===== config.mk =====
export PLATFORM = sky130hd
export DESIGN_NAME = jis_divider
export DESIGN_NICKNAME = d
export VERILOG_FILES = /design/src/sv/jis_pkg.sv /design/src/sv/jis_divider.sv
export SDC_FILE = /design/constraint.sdc
export NUM_CORES = 1
export LEC_CHECK = 0
export BUFFER_PORTS_ARGS = -buffer_cell sky130_fd_sc_hd__buf_4
export CORE_MARGIN = 4
export CORE_UTILIZATION = 62
export DETAILED_ROUTE_END_ITERATION = 16
export GPL_ROUTABILITY_DRIVEN = 1
export GPL_TIMING_DRIVEN = 0
export PLACE_DENSITY = 0.83
export SETUP_SLACK_MARGIN = 0.15
export SLEW_MARGIN = 20
export SYNTH_ARGS = -nofsm -noshare
export SYNTH_HDL_FRONTEND = slang
export SYNTH_SLANG_ARGS = --single-unit
export TNS_END_PERCENT = 100

===== constraint.sdc =====
create_clock -name clock -period 7.5 [get_ports clock]
set_input_delay 1.125 -clock clock [delete_from_list [all_inputs] [get_ports clock]]
set_output_delay 1.125 -clock clock [all_outputs]
set_load 0.01 [all_outputs]

===== src/sv/jis_pkg.sv =====
package jis_pkg;
   localparam int MaxUnknowns = 16;
   localparam int IdxBits = 4;
   localparam int AddrBits = 8;
   localparam int ValueBits = 32;
   localparam int NumBits = 48;
   localparam int QuoBits = NumBits + 16;

   localparam logic [1:0] STATUS_OK = 2'd0;
   localparam logic [1:0] STATUS_NOCONV = 2'd1;
   localparam logic [1:0] STATUS_ZERODIAG = 2'd2;

   localparam logic [1:0] CSR_TOLERANCE = 2'd0;
   localparam logic [1:0] CSR_SWEEP_LIMIT = 2'd1;
   localparam logic [1:0] CSR_SIZE = 2'd2;

   typedef struct packed {
      logic start;
      logic signed [QuoBits-1:0] dividend;
      logic signed [ValueBits-1:0] divisor;
   } div_req_type;

   typedef struct packed {
      logic done;
      logic signed [ValueBits-1:0] quotient;
   } div_rsp_type;
endpackage


===== src/sv/jis_divider.sv =====
// Restoring signed divider, one quotient bit per cycle, truncating toward zero,
// result saturated to the value width.
module jis_divider import jis_pkg::*; (
   input  logic        clock,
   input  logic        reset,
   input  div_req_type req,
   output div_rsp_type rsp
);
   localparam int DvdBits = QuoBits;

   logic [DvdBits-1:0] quo_ff, quo_in;
   logic [DvdBits:0] rem_ff, rem_in;
   logic [ValueBits:0] dsr_ff, dsr_in;
   logic neg_ff, neg_in;
   logic [6:0] cnt_ff, cnt_in;
   logic busy_ff, busy_in;
   logic done_ff, done_in;
   logic signed [ValueBits-1:0] res_ff, res_in;

   logic [DvdBits:0] shifted;
   logic [DvdBits:0] trial;
   logic signed [DvdBits+1:0] signed_q;

   always_comb begin
      shifted = {rem_ff[DvdBits-1:0], quo_ff[DvdBits-1]};
      trial = shifted - {{(DvdBits-ValueBits){1'b0}}, dsr_ff};
      signed_q = neg_ff ? -$signed({2'b00, quo_ff}) : $signed({2'b00, quo_ff});
   end

   always_comb begin
      quo_in = quo_ff;
      rem_in = rem_ff;
      dsr_in = dsr_ff;
      neg_in = neg_ff;
      cnt_in = cnt_ff;
      busy_in = busy_ff;
      done_in = 1'b0;
      res_in = res_ff;
      if (req.start) begin
         quo_in = req.dividend[DvdBits-1] ? DvdBits'(-req.dividend) : req.dividend;
         dsr_in = req.divisor[ValueBits-1] ?
                  -{req.divisor[ValueBits-1], req.divisor} : {1'b0, req.divisor};
         neg_in = req.dividend[DvdBits-1] ^ req.divisor[ValueBits-1];
         rem_in = '0;
         cnt_in = 7'(DvdBits);
         busy_in = 1'b1;
      end else if (busy_ff) begin
         if (cnt_ff == 7'd0) begin
            busy_in = 1'b0;
            done_in = 1'b1;
            if (signed_q > $signed({{(DvdBits+2-ValueBits){1'b0}}, {1'b0, {(ValueBits-1){1'b1}}}}))
               res_in = {1'b0, {(ValueBits-1){1'b1}}};
            else if (signed_q < -$signed({{(DvdBits+2-ValueBits){1'b0}}, 1'b1, {(ValueBits-1){1'b0}}}))
               res_in = {1'b1, {(ValueBits-1){1'b0}}};
            else
               res_in = signed_q[ValueBits-1:0];
         end else begin
            cnt_in = cnt_ff - 7'd1;
            if (!trial[DvdBits]) begin
               rem_in = trial;
               quo_in = {quo_ff[DvdBits-2:0], 1'b1};
            end else begin
               rem_in = shifted;
               quo_in = {quo_ff[DvdBits-2:0], 1'b0};
            end
         end
      end
   end

   always_ff @(posedge clock) begin
      if (reset) begin
         busy_ff <= 1'b0;
         done_ff <= 1'b0;
         cnt_ff <= '0;
      end else begin
         busy_ff <= busy_in;
         done_ff <= done_in;
         cnt_ff <= cnt_in;
      end
      quo_ff <= quo_in;
      rem_ff <= rem_in;
      dsr_ff <= dsr_in;
      neg_ff <= neg_in;
      res_ff <= res_in;
   end

   assign rsp.done = done_ff;
   assign rsp.quotient = res_ff;
endmodule


==> impl_results.md <==
- Status: finished, final reports clean
- WP buf/inv: 2
- WS Path Type: flip-flop to flip-flop
- Sequential area share after synthesis: 38.3%
- MaxCap Viol Count: 0
- Clock Sinks: 203
- Hold Startpoint: rem_ff[18]$_SDFFE_PP0P_
- Synth cell types: 73
- Port bufs: 130
- Final wirelength: 40000 um
- Total gr overflow: 0
- Syn Area/Cell: 8.63 um^2
- Num CTS Buffers: 23
- Req. time, crit path: 7740 ps
- Flop pwr share: 24.4%
- Core area: 22000 um^2
- Min-delay worst type: flip-flop to flip-flop
- DRT antenna net count: 0
- Drt wl/cell: 19.3 um
- Layout Nets: 1920
- Final core occ: 73.2%
- Max incr delay on CP: 700 ps
- DR DRC count: 0
- Final count of hold timing violations: 0
- Vias: 13253
- Largest net degree at the start of global routing: 57
- CTS max path bufs: 3
- Total global-route track usage: 30.9%
- Worst-Margin Slew: 1040 ps
- Synthesized area: 14000 um^2
- Internal power: 3630 uW
- H-tree Lvls: 1
- RSZ-0062 raised after global routing: no
- Clock skew: 14.7 ps
- DP Worst Slack: 2420 ps
- Die Area: 25100 um^2
- Post_cts resized: 0
- Setup Buffers After CTS: 0
- Cells after Synth: 1625
- Post-synthesis async set-or-reset flop share: 0%
- CP Max Fanout: 10
- Top cell type's share of synthesized area: 27.8%
- Leakage power: 0.00616 uW
- Setup crit end kind: flip-flop
- DPL Wire Length: 29800 um
- Initial antenna violation count: 0
- Starting Density: 63.7%
- Slowest CP cell: o41ai_2
- Clk root buf: clkbuf_16
- Cell taking the most area after synthesis: edfxtp_1
- Top-count cell post-synth: nand2_1
- Max Clk Rate: 192 MHz
- Gate power share: 59.8%
- Top cells by area, synth: edfxtp_1, dfxtp_1, xor2_1
- Clock-pin slew on the worst setup and hold paths: 60 ps
- Max-slew headroom: 30.6%
- Pwr/cell area: 421 nW/um^2
- CTS tree: built
- # IOs: 132
- Power, Total: 6790 uW
- Antenna diodes: 0
- First-pass GRT wire length: 62800 um
- Number of synthesized flops with an enable pin: 130
- 1st-pass router iterations: 6
- Crit-path leading delay family: simple AND/OR/NAND/NOR gates
- Vert. Die Dim: 158 um
- Slew Viols, Final: 0
- Latest clock arrival within the worst-skew pair: 520 ps
- Sum of negative setup slack: 0 ps
- Startpoint Class: flip-flop
- Layout area overhead: 14.9%
- Main flop type after synthesis: edfxtp_1
- Vias per inst: 6.38
- Yosys warns: 0
- Share of layout cells above drive strength 1: 10.8%
- Worst r2r src: quo_ff[4]$_DFFE_PP_
- Worst path cell trace: nor4_1 > nand4_1 > or4_1 > clkbuf_1 > or3_1 > o41ai_1 > nor2_1 > nor4_1 > nand4_1 > o41ai_2 > buf_2 > o21ai_1
- Final WS setup: 2290 ps
- Yosys reg bits: 203
- Switching pwr: 3160 uW
- Hold Buf Count CTS: 0
- Commonest cells in the synthesized netlist: nand2_1, nor2_1, edfxtp_1
- Crit path arrival time: 5440 ps
- Fillers: 1713
- Minimum clock period: 5210 ps
- Clock share of power: 15.8%
- Number of global-route vias before repair: 12591
- Fin crit share: 69.4%
- Sw Ratio: 46.6%
- Worst VDD drop: 0.000380 V
- Routability Congestion: 0.954
- # rows: 54
- DRT iter0 DRCs: 1204
- Die Wd: 158 um
- Synth Net Count: 1763
- Finish-stage setup viols: 0
- Critical path launch point: quo_ff[4]$_DFFE_PP_
## placed cells by master (no fill, tap or decap), types with 7 or more instances in the layout
cell,Yosys,routed
buf_1,10,10
ha_1,38,38
nand4_1,19,19
o41ai_1,26,26
buf_4,1,131
nor3_1,51,51
o21ai_0,126,126
inv_1,61,60
nor4_1,25,25
nand3_1,24,24
o31ai_1,41,41
a21oi_1,110,110
mux2_2,7,7
clkinv_1,0,8
mux2i_1,7,7
xnor2_1,87,87
nor2b_1,16,16
nor2_1,144,143
or3_1,31,31
nand2b_1,17,17
o21ai_1,24,24
dfxtp_1,73,73
o21a_1,8,8
a31oi_1,13,13
and3_1,10,10
a311oi_1,7,7
a211oi_1,8,8
or2_2,12,12
nand2_1,147,147
a22o_1,11,11
clkbuf_16,0,23
clkbuf_1,75,79
a21o_1,23,23
edfxtp_1,130,130
or4_1,36,36
xor2_1,109,109
## metal layers
layer	track usage, %	wire length [um]	share of wire (%)
met1	37.9	15500	39
met2	55.1	20000	50
met3	3.94	2920	7.3
met4	12.5	1570	3.9
met5	0	0	0
## area by class of cell
type | count | area (um^2) | area share, %
sequential | 203 | 5370 | 33.3
clock inverter | 14 | 114 | 0.706
multi-input combinational | 1270 | 8080 | 50.2
buffer | 91 | 352 | 2.18
timing repair buffer | 132 | 1030 | 6.40
tap | 280 | 350 | 2.17
inverter | 61 | 231 | 1.44
clock buffer | 27 | 591 | 3.66
## final timing paths
kind                              endpoint  slack [ps]  cells after the start
setup / recovery  res_ff[23]$_SDFFCE_PN1P_        2290                     12
hold / removal     rem_ff[18]$_SDFFE_PP0P_         480                      2
setup reg to reg  res_ff[23]$_SDFFCE_PN1P_        2290                     12
hold reg to reg    rem_ff[18]$_SDFFE_PP0P_         480                      2
## state kept, by name (all words and copies together) (netlist names)
name and cells:
res_ff 32, quo_ff 64, cnt_ff 7, rem_ff 64, neg_ff 1, dsr_ff 33
busy_ff 1, done_ff 1
## cell families (layout without fill, tap and decap cells)
logic type                 after synthesis  count (layout)  synth area share [%]
buffers and inverters                  152             325                  4.14
other                                    1               1                0.0267
muxes                                   14              14                  1.06
and+or+nand+nor                        565             565                  20.3
AOI/OAI and AO/OA                      455             455                  20.4
xor gates and xnor gates               196             196                  12.2
adders and majority gates               39              39                  3.53
DFF                                    203             203                  38.3
## stage by stage
step | hold WS [ps] | std cells | instance area, um^2
after floorplan | 447 | 1625 | 14000
after global placement | 466 | 2035 | 15300
after detailed placement | 478 | 2037 | 15400
after CTS | 486 | 2078 | 16100
after global routing | 510 | 2078 | 16100
final | 483 | 2078 | 16100
## power by group through the flow
stage	sequential (uW)	clock, uW	combinational [uW]
2_1_floorplan	1610	0	2980
3_3_place_gp	1660	0	3860
3_5_place_dp	1670	0	3950
4_1_cts	1650	1080	3990
5_1_grt	1690	1130	4470
6_report	1660	1070	4050
## tightest hold or removal path: stages, from the launching register on
cell and delay [ps]:
dfxtp_1 320, nand2_1 50, o21ai_0 60
Note: power is estimated with default switching activity, not from simulation.
